===== src/hdl/buddy_block_allocator_defines.svh =====
// Assertion macros shared by the allocator RTL.
`ifndef BUDDY_BLOCK_ALLOCATOR_DEFINES_SVH
`define BUDDY_BLOCK_ALLOCATOR_DEFINES_SVH

// Same-cycle implication, checked on clk, off while rst_n is low.
`define BBA_ASSERT_NOW(lbl, ante, cons, msg) \
  lbl: assert property (@(posedge clk) disable iff (!rst_n) (ante) |-> (cons)) \
    else $error(msg);

// Next-cycle implication, checked on clk, off while rst_n is low.
`define BBA_ASSERT_NEXT(lbl, ante, cons, msg) \
  lbl: assert property (@(posedge clk) disable iff (!rst_n) (ante) |=> (cons)) \
    else $error(msg);

`endif


===== src/hdl/bba_ram.sv =====
// Generic single-write, single-read RAM with registered read data.
`timescale 1ns / 1ps
module bba_ram #(
  parameter int WIDTH = 8,
  parameter int DEPTH = 16
) (
  input  logic                     clk,
  input  logic                     we,
  input  logic [$clog2(DEPTH)-1:0] waddr,
  input  logic [WIDTH-1:0]         wdata,
  input  logic [$clog2(DEPTH)-1:0] raddr,
  output logic [WIDTH-1:0]         rdata
);

  logic [WIDTH-1:0] mem [DEPTH];
  logic [WIDTH-1:0] rdata_r;

  // Write port and registered read port
  always_ff @(posedge clk) begin
    if (we) begin
      mem[waddr] <= wdata;
    end
    rdata_r <= mem[raddr];
  end

  assign rdata = rdata_r;

endmodule


===== config.mk =====
export PLATFORM = sky130hd
export DESIGN_NAME = bba_ram
export DESIGN_NICKNAME = d
export VERILOG_FILES = /design/src/hdl/buddy_block_allocator_defines.svh /design/src/hdl/bba_ram.sv
export SDC_FILE = /design/constraint.sdc
export NUM_CORES = 1
export LEC_CHECK = 0
export BUFFER_PORTS_ARGS = -buffer_cell sky130_fd_sc_hd__buf_2
export CAP_MARGIN = 20
export CORE_ASPECT_RATIO = 0.7
export CORE_MARGIN = 1.5
export CORE_UTILIZATION = 65
export DETAILED_ROUTE_END_ITERATION = 10
export GPL_TIMING_DRIVEN = 0
export PLACE_DENSITY = 0.93
export SKIP_CTS_REPAIR_TIMING = 1
export SYNTH_ARGS = -nofsm -noshare
export SYNTH_HDL_FRONTEND = slang
export SYNTH_SLANG_ARGS = --single-unit

===== constraint.sdc =====
create_clock -name clk -period 4.21 [get_ports clk]
set_input_delay 0.2105 -clock clk [delete_from_list [all_inputs] [get_ports clk]]
set_output_delay 0.2105 -clock clk [all_outputs]
set_load 0.02 [all_outputs]

# --- After elaboration in Yosys (flattened, before gate mapping) ---
# Memories as Yosys holds them, arrays and structs flattened. A register that Yosys moved wholly into a read port is not among the register bits.
# Cells that the tools add are included.
word_totals:
  rom_bits: 0
  latchBits: 0
  mem_bits_rw: 128
  memories: 1
  output_inout_bits: 8
  register_bits: 0
classes:
  n_bitwise: 0
  n_mul: 0
  n_eq_ne: 0
  n_div: 0
  reduce_logical: 0
  magnitude_cmp: 0
  add_sub_neg: 0
  muxes: 2
  n_shift: 0
memory_table:
  columns: ["name", "words", "word_bits", "read_ports", "rd_ports_with_merged_regs", "wr", "line_no", "source"]
  rows:
  - ["mem", 16, 8, 1, 1, 1, "bba_ram.sv:15", "logic [WIDTH-1:0] mem [DEPTH];"]
op_table:
  columns: ["cell", "n"]
  rows:
  - ["$mux 1", 2]

# --- Logic depth before layout (Yosys ltp) ---
logic_depth:
  word_depth: 2
  mapped_depth: 5
  ltp_nobuf: 3

# --- Worst setup path before layout ---
# OpenSTA, ideal clock, no wires.
synth_timing:
  path_type: "input to register"
  from: "input port waddr[2]"
  to: "memory mem[0][0] (enable)"
  setup_time_ns: 0.383
  n_path_buf: 0
  stages: 2
  t_arrival_ns: 1.320
  slack_ns: 2.507
  cell_sequence: "or3b_2 nor3_1"
synth_rtl:
  columns: ["element", "line_no", "source"]
  rows:
  - ["start, declared", "bba_ram.sv:9", "input logic [$clog2(DEPTH)-1:0] waddr,"]
  - ["end, declared", "bba_ram.sv:15", null]
# No word-level cell before the write port.

# --- Worst setup path in the final report ---
layout_timing:
  from: "input port waddr[2]"
  to: "memory mem[2][2] (enable)"
# No word-level cell before the write port.

==> flow_summary.json <==
{
  "fmax_mhz": 686.4,
  "crit_arrival_ns": 1.49,
  "viasPerCell": 6.573,
  "setup_tns_ns": 0,
  "slew_violations": 0,
  "synth_seq_cells": 136,
  "synthDistinctLibCells": 19,
  "final_common_cell": "edfxtp_1",
  "grt_first_pass_wirelength_um": 15810,
  "htree_levels": 4,
  "syn_area_sq_um": 5147,
  "place.gp.congestion": 0.8650,
  "ioPinCount": 26,
  "setup_viol": 0,
  "path_class": "input pin to flip-flop",
  "start_util_pct": 68.80,
  "fp.dieW_um": 109.4,
  "firstDrtPassIters": 5,
  "placed_area_sq_um": 5410,
  "grt_start_max_net_pins": 17,
  "place_worst_setup_slack_ns": 2.239,
  "area_growth_pct": 16.29,
  "endpoint_kind": "flip-flop",
  "core_region_area_sq_um": 7482,
  "worstMarginPinSlew_ns": 0.8113,
  "min_period_ns": 1.457,
  "clk_pin_slew_ns": 0.06,
  "die_y_um": 77.46,
  "fin_ws_ns": 2.753,
  "drive_above_1_share_pct": 28.13,
  "hold_viol_final": 0,
  "outcome": "finished clean",
  "wire_per_inst_um": 27.31,
  "std_cell_rows": 26,
  "ys_warn_count": 0,
  "design_area_sq_um": 5986,
  "hp-class": "input pin to flip-flop",
  "period_share_pct": 34.61,
  "drc_errors": 0,
  "diodes": 0,
  "cts_buffer_depth": 2,
  "totalWireLength_um": 10540,
  "p_per_area_nw_per_um2": 521.1,
  "clock_sinks": 136,
  "nets": 294,
  "cp_max_fo": 8,
  "fin_skew_ns": 0.005802,
  "maxCapViolations": 0,
  "mostFrequentLayoutCells": "edfxtp_1 (128), buf_2 (28), mux4_2 (18)",
  "syn_inst": 229,
  "cts_buffers": 17,
  "cp-start-kind": "input pin",
  "cts_tree": "built",
  "slew-limit-headroom_pct": 45.72,
  "grt_antenna_before_repair": 0,
  "clock_latency_ns": 0.41,
  "grt_util_all_layers_pct": 28.10,
  "leakage_nw": 2.034,
  "dpl.hpwl_um": 6452,
  "synth_nets": 247,
  "crit_required_ns": 4.25,
  "vias": 2537,
  "clockRootBuffer": "clkbuf_16",
  "die-area_sq_um": 8470,
  "grt_pass1_vias": 2596,
  "synth-seq-area-share_pct": 77.78,
  "rsz0062_at_grt": "false",
  "io_buffer_count": 24,
  "avgSynthCellArea_sq_um": 22.48,
  "vdd_drop_max_v": 0.0003103,
  "ant_nets": 0,
  "drtIter0Drc": 337,
  "gr-total-overflow": 0
}
## stage by stage
| step | total power, mW | std cells | util, % | hold slack [ns] |
|---|---|---|---|---|
| after CTS | 3.120 | 385 | 79.90 | 0.1913 |
| after detailed placement | 1.705 | 354 | 72.31 | 0.6220 |
| final | 3.119 | 386 | 80.00 | 0.2018 |
| after floorplan | 1.636 | 229 | - | 0.3094 |
| after global routing | 3.195 | 386 | 80.00 | 0.1874 |
| after global placement | 1.694 | 351 | 72.04 | 0.6052 |
## where the power goes
part | total [mW] | internal [mW] | switching (mW)
logic | 0.157 | 0.0610 | 0.0962
registers | 1.52 | 1.51 | 0.00845
clock network | 1.44 | 0.917 | 0.522
total | 3.12 | 2.49 | 0.627
## worst max-delay path, cell delays in order
cell and delay (ns):
buf_2 0.12, or3b_2 0.52, nor2_1 0.64
## synth_stat cells
cell type / number / area share (%)
mux4_1: 14 / 7.1
nand3b_1: 2 / 0.29
clkdlybuf4s25_2: 3 / 0.58
or3b_2: 1 / 0.17
nor3_1: 4 / 0.39
edfxtp_1: 128 / 75
dfxtp_1: 8 / 3.1
nor2_1: 13 / 0.95
nand2_1: 9 / 0.66
buf_4: 1 / 0.15
nor2b_1: 1 / 0.12
nand3_1: 1 / 0.097
and2b_1: 1 / 0.15
a22oi_1: 16 / 2.3
nand2b_1: 2 / 0.24
mux4_2: 18 / 7.9
buf_6: 3 / 0.66
and2_1: 1 / 0.12
buf_2: 3 / 0.29
## worst paths after layout
check | from | end | slack [ns] | cells after the start
hold / removal | wdata[6] | mem[4][6] | 0.20 | 1
hold reg to reg | mem[0][1] | rdata[1] | 0.69 | 3
setup reg to reg | mem[9][2] | rdata[2] | 2.77 | 3
setup / recovery | waddr[2] | mem[2][2] | 2.75 | 3
## registers in the layout (all words and copies together) (netlist names)
register,cells
mem,128
rdata,8
## cell type report
cell class | count | area [sq um]
clock inverters | 11 | 131.4
plain buffers | 10 | 86.33
well taps | 98 | 122.6
fillers | 348 | 1496
clock buffers | 20 | 436.7
repair buffers | 28 | 147.6
multi-input cells | 83 | 1057
flip-flops and latches | 136 | 4004
## cell families after synthesis
logic type / Yosys count / share of synthesized area [%]
simple gates: 35 / 3.184
compound gates: 16 / 2.334
buf+inv: 10 / 1.677
mux: 32 / 15.02
flops: 136 / 77.78
## routing by layer
| layer | vias up | GRT usage [%] | routed length [um] | share of wire (%) |
|---|---|---|---|---|
| met3 | 28 | 7.899 | 1059 | 10 |
| met1 | 1282 | 39.95 | 4129 | 39 |
| met4 | 0 | 9.221 | 198 | 1.9 |
| li1 | 1064 | - | - | - |
| met2 | 163 | 43.04 | 5154 | 49 |
| met5 | - | 0 | 0 | 0 |
(Power assumes the default switching activity.)
