[config.mk]
export PLATFORM = sky130hd
export DESIGN_NAME = bba_div
export DESIGN_NICKNAME = d
export VERILOG_FILES = /design/src/hdl/buddy_block_allocator_defines.svh /design/src/hdl/bba_pkg.sv /design/src/hdl/bba_div.sv
export SDC_FILE = /design/constraint.sdc
export NUM_CORES = 1
export LEC_CHECK = 0
export ABC_AREA = 0
export BUFFER_PORTS_ARGS = -buffer_cell sky130_fd_sc_hd__clkbuf_2
export CORE_AREA = 2 2 107 109
export CTS_CLUSTER_DIAMETER = 200
export DETAILED_ROUTE_END_ITERATION = 12
export DIE_AREA = 0 0 109 111
export PLACE_DENSITY = 0.62
export SLEW_MARGIN = 5
export SYNTH_ARGS = -nofsm -noshare
export SYNTH_HDL_FRONTEND = slang
export SYNTH_SLANG_ARGS = --single-unit
export TNS_END_PERCENT = 30
[constraint.sdc]
create_clock -name clk -period 7.6 [get_ports clk]
set_input_delay 0.38 -clock clk [delete_from_list [all_inputs] [get_ports clk]]
set_output_delay 0.38 -clock clk [all_outputs]
set_load 0.05 [all_outputs]
[src/hdl/buddy_block_allocator_defines.svh]
// Assertion macros shared by the allocator RTL.
`ifndef BUDDY_BLOCK_ALLOCATOR_DEFINES_SVH
`define BUDDY_BLOCK_ALLOCATOR_DEFINES_SVH

// Same-cycle implication, checked on clk, off while rst_n is low.
`define BBA_ASSERT_NOW(lbl, ante, cons, msg) \
  lbl: assert property (@(posedge clk) disable iff (!rst_n) (ante) |-> (cons)) \
    else $error(msg);

// Next-cycle implication, checked on clk, off while rst_n is low.
`define BBA_ASSERT_NEXT(lbl, ante, cons, msg) \
  lbl: assert property (@(posedge clk) disable iff (!rst_n) (ante) |=> (cons)) \
    else $error(msg);

`endif

[src/hdl/bba_pkg.sv]
// Shared types, codes and constants of the buddy block allocator.
`timescale 1ns / 1ps
package bba_pkg;

  // Fixed field widths
  localparam int DATA_W     = 32;
  localparam int UNIT_W     = 17;
  localparam int OFF_W      = 26;
  localparam int STATUS_W   = 2;

  // Defaults
  localparam int NUM_BLOCKS_DEF = 1024;
  localparam logic [UNIT_W-1:0] UNIT_RESET = 17'd4096;

  // Command codes
  localparam logic CMD_ALLOC = 1'b0;
  localparam logic CMD_FREE  = 1'b1;

  // Result status codes
  typedef enum logic [STATUS_W-1:0] {
    ST_OK       = 2'd0,
    ST_NOSPACE  = 2'd1,
    ST_BADADDR  = 2'd2,
    ST_NOTALLOC = 2'd3
  } bba_status_t;

  // Divider result bundle
  typedef struct packed {
    logic              done;
    logic [DATA_W-1:0] quo;
    logic [UNIT_W-1:0] rem;
  } bba_div_res_t;

  // Largest power of two not above v (elaboration only)
  function automatic int pow2_floor(input int v);
    int p;
    p = 1;
    while (p <= (v >> 1))
      p = p * 2;
    return p;
  endfunction

endpackage

[src/hdl/bba_div.sv]
// Radix-2 restoring divider: one quotient bit per cycle.
`timescale 1ns / 1ps
module bba_div
  import bba_pkg::*;
(
  input  logic              clk,
  input  logic              rst_n,
  input  logic              start,
  input  logic [DATA_W-1:0] dividend,
  input  logic [UNIT_W-1:0] divisor,
  output bba_div_res_t      res
);

  localparam int CNT_W = $clog2(DATA_W);

  logic              busy_r;
  logic              done_r;
  logic [CNT_W-1:0]  cnt_r;
  logic [DATA_W-1:0] quo_r, quo_nxt;
  logic [UNIT_W-1:0] rem_r, rem_nxt;
  logic [UNIT_W-1:0] dvs_r;
  logic [UNIT_W:0]   trial;
  logic [UNIT_W:0]   diff;
  logic              fits;

  // Shift in the next dividend bit and try a subtract
  always_comb begin
    trial   = {rem_r, quo_r[DATA_W-1]};
    diff    = trial - {1'b0, dvs_r};
    fits    = (trial >= {1'b0, dvs_r});
    rem_nxt = fits ? diff[UNIT_W-1:0] : trial[UNIT_W-1:0];
    quo_nxt = {quo_r[DATA_W-2:0], fits};
  end

  always_ff @(posedge clk) begin
    if (!rst_n) begin
      busy_r <= 1'b0;
      done_r <= 1'b0;
      cnt_r  <= '0;
    end else begin
      done_r <= 1'b0;
      if (start) begin
        busy_r <= 1'b1;
        cnt_r  <= '0;
        rem_r  <= '0;
        quo_r  <= dividend;
        dvs_r  <= divisor;
      end else if (busy_r) begin
        rem_r <= rem_nxt;
        quo_r <= quo_nxt;
        cnt_r <= cnt_r + 1'b1;
        if (cnt_r == CNT_W'(DATA_W - 1)) begin
          busy_r <= 1'b0;
          done_r <= 1'b1;
        end
      end
    end
  end

  assign res.done = done_r;
  assign res.quo  = quo_r;
  assign res.rem  = rem_r;

endmodule

=== Word level (Yosys, flattened, before mapping) ===
Cells that the tools add are included.

* Equality and inequality tests: 1
* Divide/modulo/power cells: 0
* Multiplexer cells: 8
* Reductions and logical operators: 5
* Bitwise logic cells: 2
* Shift-type cells: 0
* $mul: 0
* Order comparisons: 1
* $add $sub $neg: 2

{| class="wikitable"
|+ Operators with widths
! operator !! count
|-
| $mux 32 || 2
|-
| $mux 17 || 2
|-
| $ge 18x17->1 || 1
|-
| $sub 17x17->17 || 1
|-
| $add 5x1->5 const B || 1
|-
| $eq 5x5->1 const B || 1
|-
| $mux 1 || 4
|-
| $reduce_and 2->1 || 2
|-
| $reduce_or 3->1 || 1
|-
| $not 1->1 || 2
|-
| $reduce_bool 2->1 || 1
|-
| $reduce_or 2->1 || 1
|}

* Latch bits: 0
* Memories kept: 0
* Output and inout port bits: 50
* Bits in writable memories: 0
* ROM bits: 0
* Bits of input ports: 52
* Word-level logic and storage cells: 25
* Flip-flop bits (word level): 73

=== Logic depth before layout (Yosys ltp) ===
* Word-level depth: 4
* Gate-level depth with buffers: 13
* Gate-level depth less buffers: 11

=== Least setup slack after synthesis ===
Ideal clock, no wire load.

* Kind: reg2reg
* Start: register quo_r[31]
* End: register rem_r[1], data pin
* Cell stages (with the launch flop): 13
* Data arrival time: 2.674 ns
* Data required time: 7.333 ns
* Buffers on the path: 2
* Period minus slack after synthesis: 2.941 ns
* Slack: 4.659 ns
* Setup time: 0.267 ns
* Cells stage by stage: edfxtp_1 inv_1 ha_1 inv_1 fa_1 a21o_1 a221oi_2 o211ai_1 a21oi_1 buf_6 buf_4 mux2i_1 nor2_1

* Word-level cells in the longest chain between the ends: 3
* Elaborated cells between the ends (all ways): 4
* Those cells by class: add/sub: 1; order compare: 1; mux: 2

{| class="wikitable"
|+ RTL lines
! element !! RTL line !! RTL
|-
| start: declaration || bba_div.sv:19 || <nowiki>logic [DATA_W-1:0] quo_r, quo_nxt;</nowiki>
|-
| start signal: assignment || bba_div.sv:46 || <nowiki>quo_r <= dividend;</nowiki>
|-
| start signal: assignment || bba_div.sv:50 || <nowiki>quo_r <= quo_nxt;</nowiki>
|-
| $sub 17x17->17 / $ge 18x17->1 (equally long branches) || bba_div.sv:29, bba_div.sv:30 ||
|-
| $mux 17 * || bba_div.sv:31 || <nowiki>rem_nxt = fits ? diff[UNIT_W-1:0] : trial[UNIT_W-1:0];</nowiki>
|-
| $mux 17 * || bba_div.sv:48 || <nowiki>end else if (busy_r) begin</nowiki>
|-
| end signal: assignment || bba_div.sv:49 || <nowiki>rem_r <= rem_nxt;</nowiki>
|-
| end: declaration || bba_div.sv:20 || <nowiki>logic [UNIT_W-1:0] rem_r, rem_nxt;</nowiki>
|}

Mark *: on every way between the ends. The rest lies on a longest branch, timed or not. The select of a mux whose other input is x is not followed.
A chain may end at the register's enable or synchronous reset.

=== Worst setup path in the final report ===
* Start: register quo_r[31]
* End: register rem_r[5], data pin

Same word-level chain as after synthesis.

==> summary by stage <==
Timing
Setup repair after global routing left no endpoint under its margin. For this run, the top clock speed supported by timing is 309 MHz. For the pin with the worst max-slew slack, the measured transition is 872 ps. The relative slew slack is 0.418. The final hold violation count came to 0. The number of pins with negative max-slew slack in the final report is 0. Setup violations remaining at the end of the flow were counted as 0. Dividing the final minimum period by the clock period gives 0.426. Setup slack on the critical path of the routed design comes to 4360 ps.

Summed over all failing endpoints, the final setup total negative slack is 0 ps. The final critical-path required period is 3240 ps. The clock arrives with approximately 9.0 ps of skew.

Synth
The register bit count reported by yosys is 73. In the synthesized netlist, the number of instances is 305. The compound-cell area share of the yosys netlist is 0.100. The post-synthesis net count is between 300 and 400. The number of warning messages in the yosys log is 0.

Of the total synthesized cell area, the portion taken by full adders, half adders and majority gates is 0.0682. By area, the combinational part of the netlist is dominated by multiplexers. The mapped netlist covers 3780 um2.

The post-synthesis simple-gate area fraction is 0.0930. For this run, the register share of the synthesized area comes to 0.561. Yosys mapped a number of flops with a built-in enable equal to 66. In the synthesized netlist the dominant register cell turns out to be edfxtp_1. Averaged over all synthesized cells, the footprint is 12.4 um2.

After synthesis, the netlist uses 49 different library cells. Of the total synthesized cell area, the portion taken by XOR and XNOR cells is 0.0324. The multiplexer fraction of the synthesized cell area is 0.111. The fraction of registers with async set/reset is 0.

Placed design
At the end of routability-driven placement, the weighted congestion stood at 0.791. The number of buffer cells added on primary ports is ~100. Including well taps, the total number of placed cells is about 540. The half-perimeter wire length after detailed placement is 6080 um. Prior to clock tree synthesis, the placed netlist has a worst setup slack of 4370 ps.

Global routing
The first-pass GRT wire length is 13400 um. For this run the aggregate overflow at the end of global routing stands at 0. The maximum number of pins on one net before global-route repair is 50. The number of global-route vias before repair is 2779.

For this run, the total global-route usage over all layers was measured as 0.146. The initial antenna violation count is 0.

CTS
The number of hold buffers added after CTS was 0. The clock root buffer is clkbuf_16. The number of cells upsized or downsized after cts is 0. The number of clock buffers inserted by TritonCTS is 9.

The number of setup buffers added after CTS is 0. Clock-pin slew was measured on the worst setup and hold paths at 60 ps. The deepest level of the CTS H-tree is 3. The maximum number of buffers from clock root to sink is 2. The clock latency on the worst-skew pair is 340 ps. The tree built by TritonCTS fans out to 73 sinks.

The CTS tree is done.

Finish
The finished layout holds 558 standard cells, fillers aside. In the final layout, the share of cells above drive strength 1 is 0.388. The net count of the finished layout is 482. The number of fill cells in the layout is approximately 1100. 0 antenna diodes ended up in the layout. The post-synthesis to final-layout area growth is 25.1%.

Detailed routing
For this block, the initial DRC count from the detailed router was 99. The via-per-instance ratio is 4.84. The number of nets with antenna violations after routing is 0. The iteration count of the initial detailed-routing pass is 4. The routed length per instance is approximately 15 um. The routed layout has roughly 2700 vias. The post-detailed-route DRC marker count is 0. For this block, the routed nets add up to 8200 um of wire.

Flow run
Max-cap violations in this run came to 0.

Floorplanning
The top-level port count is 102. The die outline width is 109 um. The row count is 39. The vertical extent of the die is 111 um.

The starting density of the core is 0.341. The die area is 12100 um2. The floorplan core area is 11100 um2.

Critical path
The required time of the critical path is 7660 ps. The family with the most delay on the worst path is compound AO/OA/AOI/OAI gates. The most numerous cell on the critical path is inv_1. In this run the worst path has a maximum fanout of 18. The cell with the largest stage delay on the worst path is a21oi_2. STA classifies the critical path endpoint as a flip-flop. STA classifies the critical path startpoint as a flip-flop. The longest individual stage delay on the worst path is 480 ps.

The category of the most critical setup path is flip-flop to flip-flop. Together, buffers and inverters on the worst path number 3. At the worst endpoint, the arrival time is 3300 ps.

The signal on the critical path passes through inv_1, ha_1, inv_1, fa_1, a21o_1, a221oi_2, o211ai_1, a21oi_2, buf_4, nor3_1, a21oi_1, nor2_1.

Pwr
The maximum VDD drop is 175 uV. In this run the static leakage power is 2.00 nW. The power after layout is 0.00119 W. Dividing total power by cell area gives a power density of 252 nW/um2.

Status
The flow ran to the end, and the final reports show no timing, DRC or antenna violations.

Hold path
The class of the most critical hold timing path is input pin to flip-flop.
-- layout make-up --
| class | instances | area (um2) | share of cell area |
|---|---|---|---|
| flip-flops and latches | 73 | 2120 | 0.449 |
| inverters | 20 | 75.1 | 0.0159 |
| multi-input cells | 202 | 1540 | 0.325 |
| clock inverters | 5 | 36.3 | 0.00767 |
| well taps | 143 | 179 | 0.0378 |
| repair buffers | 104 | 528 | 0.112 |
| clock buffers | 11 | 254 | 0.0537 |
-- power by group --
group,leakage (nW),switching [W],internal [W]
registers,0.687,0.0000178,0.000477
clock network,0.145,0.000166,0.000243
logic,1.17,0.000187,0.000103
total,2.00,0.000371,0.000822
-- cell usage after synthesis (all sizes together) (2+ instances only) --
cell type,instances,share of area
mux2i,7,0.019
a211oi,2,0.0040
buf,6,0.010
and3,3,0.0063
nand3,6,0.0079
a21oi,23,0.030
clkbuf,4,0.0040
a21boi,2,0.0050
ha,19,0.063
xor2,7,0.016
o21a,5,0.0099
nor3,6,0.0079
a21o,4,0.0083
dfxtp,7,0.037
edfxtp,66,0.52
o31ai,3,0.0060
or3b,3,0.0070
mux2,31,0.092
nor2,29,0.029
or2,2,0.0033
nand4,2,0.0050
o21ai,10,0.013
nand2,16,0.016
o211ai,2,0.0040
inv,20,0.020
xnor2,7,0.016
-- stage by stage --
stage	cell area, um2	hold WS (ps)	utilization
CTS	4730	198	0.427
global route	4730	199	0.427
floorplan	3780	467	-
global placement	4440	485	0.401
detailed placement	4440	500	0.401
finish	4730	216	0.427
-- sequential cells by signal, summed over array words and instances (netlist names) --
| name | flops |
|---|---|
| rem_r | 17 |
| busy_r | 1 |
| dvs_r | 17 |
| quo_r | 32 |
| done_r | 1 |
| cnt_r | 5 |
-- worst reg2reg max path, cell delays in order, from the launching register on --
cell,delay [ps]
edfxtp_1,410
inv_1,80
ha_1,180
inv_1,60
fa_1,400
a21o_1,250
a221oi_2,360
o211ai_1,150
a21oi_2,480
buf_4,340
nor3_1,90
a21oi_1,130
nor2_1,50
-- metal layers --
layer | wire [um] | vias up | GRT usage
li1 | - | 1339 | -
met1 | 3490 | 1261 | 0.176
met2 | 3830 | 93 | 0.223
met3 | 800 | 6 | 0.0776
met4 | 83 | 0 | 0.0453
met5 | 0 | - | 0
-- path summary, 6_finish.rpt --
check | start | endpoint | slack, ps | cells past startpoint
worst min register to register | cnt_r[3] | cnt_r[3] | 520 | 2
worst min-delay path | divisor[16] | dvs_r[16] | 220 | 1
worst max-delay path | quo_r[31] | rem_r[5] | 4360 | 12
worst max register to register | quo_r[31] | rem_r[5] | 4360 | 12
-- cell usage in the layout (no fill, tap or decap), drive strengths merged, types with 4 or more instances in the layout --
| cell type | synthesis | final |
|---|---|---|
| xor2 | 7 | 7 |
| mux2i | 7 | 7 |
| o21a | 5 | 5 |
| nand3 | 6 | 6 |
| clkbuf | 4 | 112 |
| xnor2 | 7 | 7 |
| mux2 | 31 | 31 |
| ha | 19 | 19 |
| dfxtp | 7 | 7 |
| a21o | 4 | 4 |
| o21ai | 10 | 10 |
| nor3 | 6 | 6 |
| a21oi | 23 | 23 |
| nand2 | 16 | 16 |
| edfxtp | 66 | 66 |
| nor2 | 29 | 29 |
| inv | 20 | 22 |
-- cell families after synthesis --
kind of cell    count (synthesis)
mux                            38
compound gates                 57
fa+ha+maj                      20
flops                          73
xor+xnor                       14
simple gates                   73
buf+inv                        30
(Power assumes the default switching activity.)
